==> config.mk <==
export PLATFORM = sky130hd
export DESIGN_NAME = positional_list_store_core
export DESIGN_NICKNAME = d
export VERILOG_FILES = /design/src/sv/plst_pkg.sv /design/src/sv/plst_cell.sv /design/src/sv/positional_list_store_core.sv
export SDC_FILE = /design/constraint.sdc
export NUM_CORES = 1
export LEC_CHECK = 0
export BUFFER_PORTS_ARGS = -buffer_cell sky130_fd_sc_hd__buf_2
export CAP_MARGIN = 15
export CORE_ASPECT_RATIO = 0.9
export CORE_MARGIN = 5
export CORE_UTILIZATION = 25
export CTS_CLUSTER_DIAMETER = 30
export DETAILED_ROUTE_END_ITERATION = 7
export PLACE_DENSITY = 0.45
export SYNTH_ARGS = -nofsm -noshare
export SYNTH_HDL_FRONTEND = slang
export SYNTH_HIERARCHICAL = 1
export SYNTH_SLANG_ARGS = --single-unit
==> constraint.sdc <==
create_clock -name clk -period 7.1 [get_ports clk]
set_input_delay 0.355 -clock clk [delete_from_list [all_inputs] [get_ports clk]]
set_output_delay 0.355 -clock clk [all_outputs]
set_load 0.005 [all_outputs]
==> src/sv/plst_pkg.sv <==
package plst_pkg;

	// Store geometry
	localparam int CAPACITY   = 16;
	localparam int DATA_WIDTH = 32;
	localparam int IDX_W      = $clog2(CAPACITY);
	localparam int CNT_W      = $clog2(CAPACITY + 1);

	// Stream field widths
	localparam int CMD_W  = 2;
	localparam int POS_W  = 5;
	localparam int ITEM_W = 32;
	localparam int READ_W = 32;
	localparam int STAT_W = 2;
	localparam int IN_TDATA_W  = 40;
	localparam int OUT_TDATA_W = 40;

	// Command codes
	localparam logic [CMD_W-1:0] CMD_INSERT = 2'd0;
	localparam logic [CMD_W-1:0] CMD_REMOVE = 2'd1;
	localparam logic [CMD_W-1:0] CMD_GET    = 2'd2;

	// Status codes
	localparam logic [STAT_W-1:0] ST_OK           = 2'd0;
	localparam logic [STAT_W-1:0] ST_BAD_POSITION = 2'd1;
	localparam logic [STAT_W-1:0] ST_FULL         = 2'd2;

	// Broadcast control from the command decode to every cell
	typedef struct packed {
		logic             ins;
		logic             rem;
		logic [POS_W-1:0] pos;
	} cell_ctl_t;

	// One result item
	typedef struct packed {
		logic [CNT_W-1:0]  count_now;
		logic [STAT_W-1:0] status;
		logic [READ_W-1:0] read_value;
	} result_t;

endpackage

==> src/sv/plst_cell.sv <==
module plst_cell
	import plst_pkg::*;
(
	input  logic                  clk,
	input  cell_ctl_t             ctl,
	input  logic [IDX_W-1:0]      cell_idx,
	input  logic [DATA_WIDTH-1:0] prev_data,
	input  logic [DATA_WIDTH-1:0] next_data,
	input  logic [DATA_WIDTH-1:0] new_data,
	output logic [DATA_WIDTH-1:0] data_q
);

	logic [POS_W-1:0] idx_ext;

	assign idx_ext = POS_W'(cell_idx);

	// Insert: cells above the position take the lower neighbor, the cell at it
	// takes the new word. Remove: cells at and above take the upper neighbor.
	always_ff @(posedge clk) begin
		if (ctl.ins && (idx_ext > ctl.pos)) begin
			data_q <= prev_data;
		end else if (ctl.ins && (idx_ext == ctl.pos)) begin
			data_q <= new_data;
		end else if (ctl.rem && (idx_ext >= ctl.pos)) begin
			data_q <= next_data;
		end
	end

endmodule

==> src/sv/positional_list_store_core.sv <==
// A result is registered into the output queue (out_q, or skid_q while out_q is stalled) when its command transfers.
// Throughput: one command per cycle while s_axis_tready is high; all cells shift or hold in parallel.
// A two-deep output queue keeps input flowing while one result is stalled.
// Reset (arst_n low, asynchronous): count 0, output queue empty.
// Cell contents are not cleared; only entries below the count are read.
module positional_list_store_core
	import plst_pkg::*;
(
	input  logic                   clk,
	input  logic                   arst_n,
	input  logic                   s_axis_tvalid,
	output logic                   s_axis_tready,
	// [1:0] command, [6:2] position, [38:7] item_value, [39] zero
	input  logic [IN_TDATA_W-1:0]  s_axis_tdata,
	output logic                   m_axis_tvalid,
	input  logic                   m_axis_tready,
	// [31:0] read_value, [33:32] status, [38:34] count_now, [39] zero
	output logic [OUT_TDATA_W-1:0] m_axis_tdata
);

	logic [CMD_W-1:0]      command;
	logic [POS_W-1:0]      position;
	logic [ITEM_W-1:0]     item_value;
	logic                  accept;
	logic                  take;
	logic [CNT_W-1:0]      count_q;
	logic [CNT_W-1:0]      count_d;
	logic [POS_W-1:0]      count_ext;
	logic                  pos_in_list;
	logic                  pos_at_ins;
	logic                  full;
	cell_ctl_t             ctl;
	result_t               res;
	result_t               out_q;
	result_t               skid_q;
	logic                  out_v_q;
	logic                  skid_v_q;
	logic [DATA_WIDTH-1:0] cell_data [CAPACITY];

	assign command    = s_axis_tdata[1:0];
	assign position   = s_axis_tdata[6:2];
	assign item_value = s_axis_tdata[38:7];

	assign s_axis_tready = !skid_v_q;
	assign accept        = s_axis_tvalid && s_axis_tready;
	assign take          = out_v_q && m_axis_tready;

	// Position checks against the current count
	assign count_ext   = POS_W'(count_q);
	assign pos_in_list = position < count_ext;
	assign pos_at_ins  = position <= count_ext;
	assign full        = count_q == CNT_W'(CAPACITY);

	// Command decode and result
	always_comb begin
		ctl.ins        = 1'b0;
		ctl.rem        = 1'b0;
		ctl.pos        = position;
		res.read_value = '0;
		res.status     = ST_OK;
		count_d        = count_q;
		case (command)
			CMD_INSERT: begin
				if (!pos_at_ins) begin
					res.status = ST_BAD_POSITION;
				end else if (full) begin
					res.status = ST_FULL;
				end else begin
					ctl.ins = accept;
					count_d = count_q + CNT_W'(1);
				end
			end
			CMD_REMOVE: begin
				if (!pos_in_list) begin
					res.status = ST_BAD_POSITION;
				end else begin
					ctl.rem = accept;
					count_d = count_q - CNT_W'(1);
				end
			end
			CMD_GET: begin
				if (!pos_in_list) begin
					res.status = ST_BAD_POSITION;
				end else begin
					res.read_value = READ_W'(cell_data[position[IDX_W-1:0]]);
				end
			end
			default: begin
				res.status = ST_BAD_POSITION;
			end
		endcase
		res.count_now = count_d;
	end

	// Row of storage cells
	for (genvar i = 0; i < CAPACITY; i++) begin : g_cell
		logic [DATA_WIDTH-1:0] prev_w;
		logic [DATA_WIDTH-1:0] next_w;
		if (i == 0) begin : g_first
			assign prev_w = '0;
		end else begin : g_mid_lo
			assign prev_w = cell_data[i-1];
		end
		if (i == CAPACITY - 1) begin : g_last
			assign next_w = '0;
		end else begin : g_mid_hi
			assign next_w = cell_data[i+1];
		end
		plst_cell u_cell (
			.clk       (clk),
			.ctl       (ctl),
			.cell_idx  (IDX_W'(i)),
			.prev_data (prev_w),
			.next_data (next_w),
			.new_data  (item_value[DATA_WIDTH-1:0]),
			.data_q    (cell_data[i])
		);
	end

	// Count and output queue control
	always_ff @(posedge clk or negedge arst_n) begin
		if (!arst_n) begin
			count_q  <= '0;
			out_v_q  <= 1'b0;
			skid_v_q <= 1'b0;
		end else begin
			if (accept) begin
				count_q <= count_d;
			end
			if (take || !out_v_q) begin
				if (skid_v_q) begin
					out_v_q  <= 1'b1;
					skid_v_q <= accept;
				end else begin
					out_v_q <= accept;
				end
			end else if (accept) begin
				skid_v_q <= 1'b1;
			end
		end
	end

	// Output queue payload
	always_ff @(posedge clk) begin
		if (take || !out_v_q) begin
			if (skid_v_q) begin
				out_q  <= skid_q;
				skid_q <= res;
			end else begin
				out_q <= res;
			end
		end else if (accept) begin
			skid_q <= res;
		end
	end

	assign m_axis_tvalid = out_v_q;
	assign m_axis_tdata  = {1'b0, out_q.count_now, out_q.status, out_q.read_value};

endmodule

Yosys cells after proc, flatten, opt, wreduce, memory -nomap -nowiden
Cells that the tools add are included.
{ "totals": {"reg_bits": 597, "latch_bits": 0, "ram_bits": 0, "rom_bits": 0, "output_inout_bits": 42, "word_cells": 229, "mem_count": 0} }
{ "classes": {"addsub": 2, "mul": 0, "n_div": 0, "n_lt_le_gt_ge": 35, "n_eq_ne": 19, "n_shift": 0, "muxes": 73, "n_bitwise": 1, "reduce_logical": 74} }
{ "op_table": {"columns": ["op", "n"], "rows": [
  ["2-to-1 mux 32 bit", 51],
  ["2-to-1 mux 39 bit", 4],
  ["binary-select mux 32 bit (select 4 bit)", 1],
  ["logical AND 1 bit", 50],
  ["nonzero test 3 bit", 15],
  ["equality test 4 x 5 -> 1 bit (first input constant)", 8],
  ["greater-or-equal comparator 4 x 5 -> 1 bit (first input constant)", 8],
  ["> comparator 4 x 5 -> 1 bit (first input constant)", 8],
  ["equality test 3 x 5 -> 1 bit (first input constant)", 4],
  ["greater-or-equal comparator 3 x 5 -> 1 bit (first input constant)", 4],
  ["> comparator 3 x 5 -> 1 bit (first input constant)", 4],
  ["2-to-1 mux 5 bit", 3],
  ["equality test 2 x 5 -> 1 bit (first input constant)", 2],
  ["greater-or-equal comparator 1 x 5 -> 1 bit (first input constant)", 2],
  ["greater-or-equal comparator 2 x 5 -> 1 bit (first input constant)", 2],
  ["> comparator 1 x 5 -> 1 bit (first input constant)", 2],
  ["> comparator 2 x 5 -> 1 bit (first input constant)", 2],
  ["2-to-1 mux 1 bit", 10],
  ["case mux 5 bit (2 select lines)", 1],
  ["adder 5 x 1 -> 5 bit (second input constant)", 1],
  ["equality test 1 x 5 -> 1 bit (first input constant)", 1],
  ["equality test 5 bit (second input constant)", 1],
  ["greater-or-equal comparator 5 bit (second input constant)", 1],
  ["<= comparator 5 bit", 1],
  ["15 further kinds", 18]
]} }

Logic depth before layout (Yosys ltp)
{ "depth": {"ltp_word": 8, "depth_mapped": 13} }

Hierarchy
Netlist, hierarchy kept.
{ "modules_own_cells": {"columns": ["module", "instances", "cells_each", "area_per_inst_um2"], "rows": [
  ["plst_cell", 16, 122, 2014.4],
  ["positional_list_store_core", 1, 610, 7872.6]
]} }

Least setup slack after synthesis
OpenSTA, ideal clock, no wires.
{ "synth_timing": {"path_type": "input -> register", "from": "in s_axis_tdata[2]", "to": "reg g_cell[1].u_cell.data_q[21] (data pin)", "setup_time_ns": 0.260, "arrival_time_ns": 7.421, "t_required_ns": 6.840, "slack_ns": -0.582, "path_stages": 13, "path_buffers": 3, "cell_sequence": "buf_4 > buf_6 > inv_1 > ha_1 > and3_1 > nand3_1 > o21a_1 > nor4_1 > nand3_1 > nor2_4 > buf_4 > mux2_2 > mux2_4"} }
{ "synth_rtl": {"columns": ["element", "line", "rtl"], "rows": [
  ["start: declaration", "positional_list_store_core.sv:14", "input logic [IN_TDATA_W-1:0] s_axis_tdata,"],
  ["end signal: assignment", "plst_cell.sv:21", "data_q <= prev_data;"],
  ["end signal: assignment", "plst_cell.sv:23", "data_q <= new_data;"],
  ["end signal: assignment", "plst_cell.sv:25", "data_q <= next_data;"],
  ["end: declaration", "plst_cell.sv:10", "output logic [DATA_WIDTH-1:0] data_q"]
]} }

==> run_summary.xml <==
<?xml version="1.0" encoding="UTF-8"?>
<metrics>
  <group name="synthesis">
    <metric name="synth_area" unit="mm²">0.0401</metric>
    <metric name="postSynthAreaPerCell" unit="µm²">15.7</metric>
    <metric name="yosys_register_bits" unit="">597</metric>
    <metric name="yosys_warn_count" unit="">6</metric>
    <metric name="netlist-cell-type-count" unit="">57</metric>
    <metric name="syn_inst" unit="">2562</metric>
    <metric name="dominantRegCellSynth" unit="">sky130_fd_sc_hd__edfxtp_1</metric>
    <metric name="asyncSetResetFlopFracSynth" unit="">0.0117</metric>
    <metric name="synth_enable_flop_cells" unit="">590</metric>
    <metric name="yosysSeqAreaShare" unit="">0.446</metric>
  </group>
  <group name="setup_path">
    <metric name="critical_path_depth" unit="">11</metric>
    <metric name="worst_r2r_startpoint" unit="">skid_v_q</metric>
    <metric name="cp.arrival" unit="ps">5540</metric>
    <metric name="worstReg2RegEnd" unit="">g_cell[14].u_cell/data_q[11]</metric>
    <metric name="critical_path_buffer_and_inverter_count" unit="">5</metric>
    <metric name="series_of_cell_instances_along_the_critical_path" unit="">buf_4 &gt; inv_2 &gt; buf_4 &gt; nand2_1 &gt; nor4_4 &gt; buf_12 &gt; nand3_1 &gt; nor2_4 &gt; buf_4 &gt; mux2_2 &gt; mux2_4</metric>
    <metric name="destination_of_the_critical_timing_path" unit="">g_cell[14].u_cell/data_q[11]</metric>
    <metric name="slowest_cell_on_the_critical_path" unit="">sky130_fd_sc_hd__buf_4</metric>
    <metric name="cpLargestDelayFamily" unit="">buffers and inverters</metric>
    <metric name="r2r_setup_slack" unit="ps">2050</metric>
    <metric name="worst_path_largest_cell_delay" unit="ps">690</metric>
    <metric name="worst-setup-path-type" unit="">flip-flop to flip-flop</metric>
    <metric name="worst_path_most_repeated_cell" unit="">sky130_fd_sc_hd__buf_4</metric>
    <metric name="start_kind" unit="">flip-flop</metric>
    <metric name="setup.worst_path.start" unit="">skid_v_q</metric>
    <metric name="setup.worst_path.end_class" unit="">flip-flop</metric>
    <metric name="critPathMaxFanout" unit="">48</metric>
    <metric name="timing.critical_path.required" unit="ps">7590</metric>
    <metric name="reg2reg_depth" unit="">11</metric>
  </group>
  <group name="timing">
    <metric name="post-route-period-util" unit="">0.712</metric>
    <metric name="final_count_of_pins_violating_max_slew" unit="">0</metric>
    <metric name="fin_setup_tns" unit="ps">0</metric>
    <metric name="hold_viol_final" unit="">0</metric>
    <metric name="fmaxAchievable" unit="MHz">198</metric>
    <metric name="worst_slew_pin_tran" unit="ps">1280</metric>
    <metric name="final.setup_skew" unit="ps">35.5</metric>
    <metric name="rsz_0062_raised_after_global_routing" unit="">no</metric>
    <metric name="finalSetupViolations" unit="">0</metric>
    <metric name="final.min_clock_period" unit="ps">5050</metric>
    <metric name="slew_headroom" unit="">0.144</metric>
  </group>
  <group name="hold_path">
    <metric name="worstHoldPathCells" unit="">3</metric>
    <metric name="worstHoldPathType" unit="">input port to flip-flop</metric>
  </group>
  <group name="cells_and_area">
    <metric name="layout-drive-gt1-share" unit="">0.532</metric>
    <metric name="most-common-layout-cells" unit="">sky130_fd_sc_hd__edfxtp_1, sky130_fd_sc_hd__mux2_2, sky130_fd_sc_hd__mux2_4, sky130_fd_sc_hd__clkbuf_16, sky130_fd_sc_hd__conb_1</metric>
    <metric name="syn2layout_area_growth" unit="%">23.3</metric>
    <metric name="finish.net_count" unit="">2988</metric>
    <metric name="mostFrequentLayoutCell" unit="">sky130_fd_sc_hd__edfxtp_1</metric>
    <metric name="postLayoutCoreUtil" unit="">0.310</metric>
  </group>
  <group name="global_route">
    <metric name="antenna_found_initial" unit="">15</metric>
    <metric name="globalRouteOverflowTotal" unit="">0</metric>
    <metric name="number_of_global_route_vias_before_repair" unit="">25600</metric>
    <metric name="grt_max_degree" unit="">87</metric>
    <metric name="grt_pass1_wl" unit="mm">194</metric>
    <metric name="globalRouteTotalUtil" unit="">0.160</metric>
  </group>
  <group name="power_and_ir_drop">
    <metric name="pwr_density_cell" unit="mW/mm²">276</metric>
    <metric name="power.ir.vdd_worst" unit="mV">0.183</metric>
    <metric name="p_leak" unit="µW">0.0196</metric>
    <metric name="total_power" unit="µW">13700</metric>
  </group>
  <group name="detailed_routing">
    <metric name="avgRoutedWirePerCell" unit="µm">26.8</metric>
    <metric name="viasPerCell" unit="">4.86</metric>
    <metric name="drt_pre_antenna_iters" unit="">5</metric>
    <metric name="wirelength" unit="mm">138</metric>
    <metric name="dr_total_vias" unit="">25000</metric>
    <metric name="drt_first_iter_violations" unit="">2105</metric>
    <metric name="route.antenna.remaining_nets" unit="">0</metric>
    <metric name="drc" unit="">0</metric>
  </group>
  <group name="die">
    <metric name="floorplan.initialDensity" unit="">0.251</metric>
    <metric name="io_pins" unit="">86</metric>
    <metric name="die_w" unit="µm">432</metric>
    <metric name="core_area" unit="mm²">0.159</metric>
    <metric name="height_of_the_die" unit="µm">390</metric>
    <metric name="placement_rows" unit="">139</metric>
    <metric name="die_area" unit="mm²">0.169</metric>
  </group>
  <group name="clocking">
    <metric name="clock_tree.htree_level_count" unit="">4</metric>
    <metric name="cts_setup_buffers" unit="">0</metric>
    <metric name="ctsLongestPathBuffers" unit="">3</metric>
    <metric name="cts_tree" unit="">built</metric>
    <metric name="sinks_on_the_clock_net" unit="">597</metric>
    <metric name="root_buffer" unit="">sky130_fd_sc_hd__clkbuf_16</metric>
    <metric name="worst_skew_pair.late_latency" unit="ps">770</metric>
    <metric name="cts-buffers-inserted" unit="">183</metric>
    <metric name="clkSlewWorstSetupHoldPaths" unit="ps">40</metric>
  </group>
  <group name="placed_design">
    <metric name="place_hpwl" unit="mm">79.2</metric>
    <metric name="gpl.final_weighted_congestion" unit="">0.748</metric>
    <metric name="numPortBuffers" unit="">83</metric>
  </group>
  <group name="status">
    <metric name="status" unit="">finished clean</metric>
  </group>
  <group name="job">
    <metric name="cap_violations" unit="">0</metric>
  </group>
</metrics>
cell usage after synthesis (12+ instances only):
cell	count	area share
sky130_fd_sc_hd__nor2_1	34	0.0032
sky130_fd_sc_hd__buf_6	57	0.016
sky130_fd_sc_hd__o22a_2	16	0.0040
sky130_fd_sc_hd__nand3_1	21	0.0026
sky130_fd_sc_hd__a41o_1	32	0.0080
sky130_fd_sc_hd__mux2_1	64	0.018
sky130_fd_sc_hd__a21oi_2	16	0.0035
sky130_fd_sc_hd__clkbuf_1	38	0.0036
sky130_fd_sc_hd__nand2_1	61	0.0057
sky130_fd_sc_hd__nand2b_1	18	0.0028
sky130_fd_sc_hd__mux4_2	128	0.072
sky130_fd_sc_hd__ha_1	75	0.023
sky130_fd_sc_hd__buf_4	53	0.0099
sky130_fd_sc_hd__mux2_2	483	0.14
sky130_fd_sc_hd__a21oi_1	54	0.0067
sky130_fd_sc_hd__buf_1	12	0.0011
sky130_fd_sc_hd__o221ai_2	16	0.0060
sky130_fd_sc_hd__edfxtp_1	590	0.44
sky130_fd_sc_hd__and2_1	34	0.0053
sky130_fd_sc_hd__a31oi_1	22	0.0034
sky130_fd_sc_hd__inv_1	91	0.0085
sky130_fd_sc_hd__nor2_4	16	0.0045
sky130_fd_sc_hd__nand3b_4	16	0.0080
sky130_fd_sc_hd__mux2_4	480	0.18
sky130_fd_sc_hd__a22oi_1	64	0.012
logic make-up (layout without fill, tap and decap cells):
kind of cell | count (synthesis) | in the layout | share of synthesized area
other cells | 2 | 134 | 0.000187
simple gates | 221 | 221 | 0.0354
buf+inv | 259 | 594 | 0.0401
fa+ha+maj | 75 | 75 | 0.0234
compound gates | 251 | 251 | 0.0491
flops | 597 | 597 | 0.446
mux | 1157 | 1157 | 0.406
worst register-to-register path, delay by kind of cell, from the launching register on:
family / cells / cell delay, ps
buffers and inverters: 5 / 2010
and+or+nand+nor: 4 / 1730
muxes: 2 / 680
DFF: 1 / 370
metrics by stage:
stage	cells	instance area (µm²)	worst slack, ps	hold WS (ps)
after floorplan	2689	40600	1390	59.4
after global placement	4796	43300	2110	212
after detailed placement	4796	43300	2060	211
after CTS	5139	49400	2070	39.0
after global routing	5139	49400	1910	74.4
final	5144	49400	2050	84.8
how the worst min path moves through the flow:
stage | startpoint | to | slack (ps)
after floorplan | arst_n | count_ext[0] | 60
after global placement | arst_n | count_ext[2] | 210
after detailed placement | arst_n | count_ext[2] | 210
after CTS | s_axis_tdata[1] | skid_q[32] | 40
after global routing | s_axis_tdata[0] | skid_q[32] | 70
final | s_axis_tdata[1] | skid_q[32] | 80
final cells by class:
class	count	area, µm²
Clock buffer	221	4780
Antenna cell	5	12.5
Timing Repair Buffer	161	1090
Multi-Input combinational cell	1833	21300
Inverter	93	349
Fill cell	15600	110000
Tap cell	2115	2650
Sequential cell	597	17900
Clock inverter	119	1330
report_power, final:
part | leakage, µW | internal (µW) | switching (µW)
Combinational | 0.0111 | 559 | 831
Clock | 0.00300 | 5630 | 2460
Sequential | 0.00548 | 4080 | 108
Total | 0.0196 | 10300 | 3400
registers in the layout (all words and copies together), names as in the netlist:
signal,cells
g_cell.u_cell/data_q,512
skid_v_q,1
m_axis_tvalid,1
skid_q,39
count_ext,5
m_axis_tdata,39
repair_timing:
action / CTS / global route
hold buffers: 3 / 0
endpoints found under the hold margin: 9 / 0
resized for setup: 0 / 0
layer usage:
layer	vias to the layer above	part of all wire	wire, µm	track usage
li1	10800	-	-	-
met1	13200	0.46	63600	0.221
met4	10	0.023	3150	0.0467
met5	-	0.00049	68	0
met3	213	0.059	8120	0.0345
met2	795	0.46	63000	0.252
(Power assumes the default switching activity.)
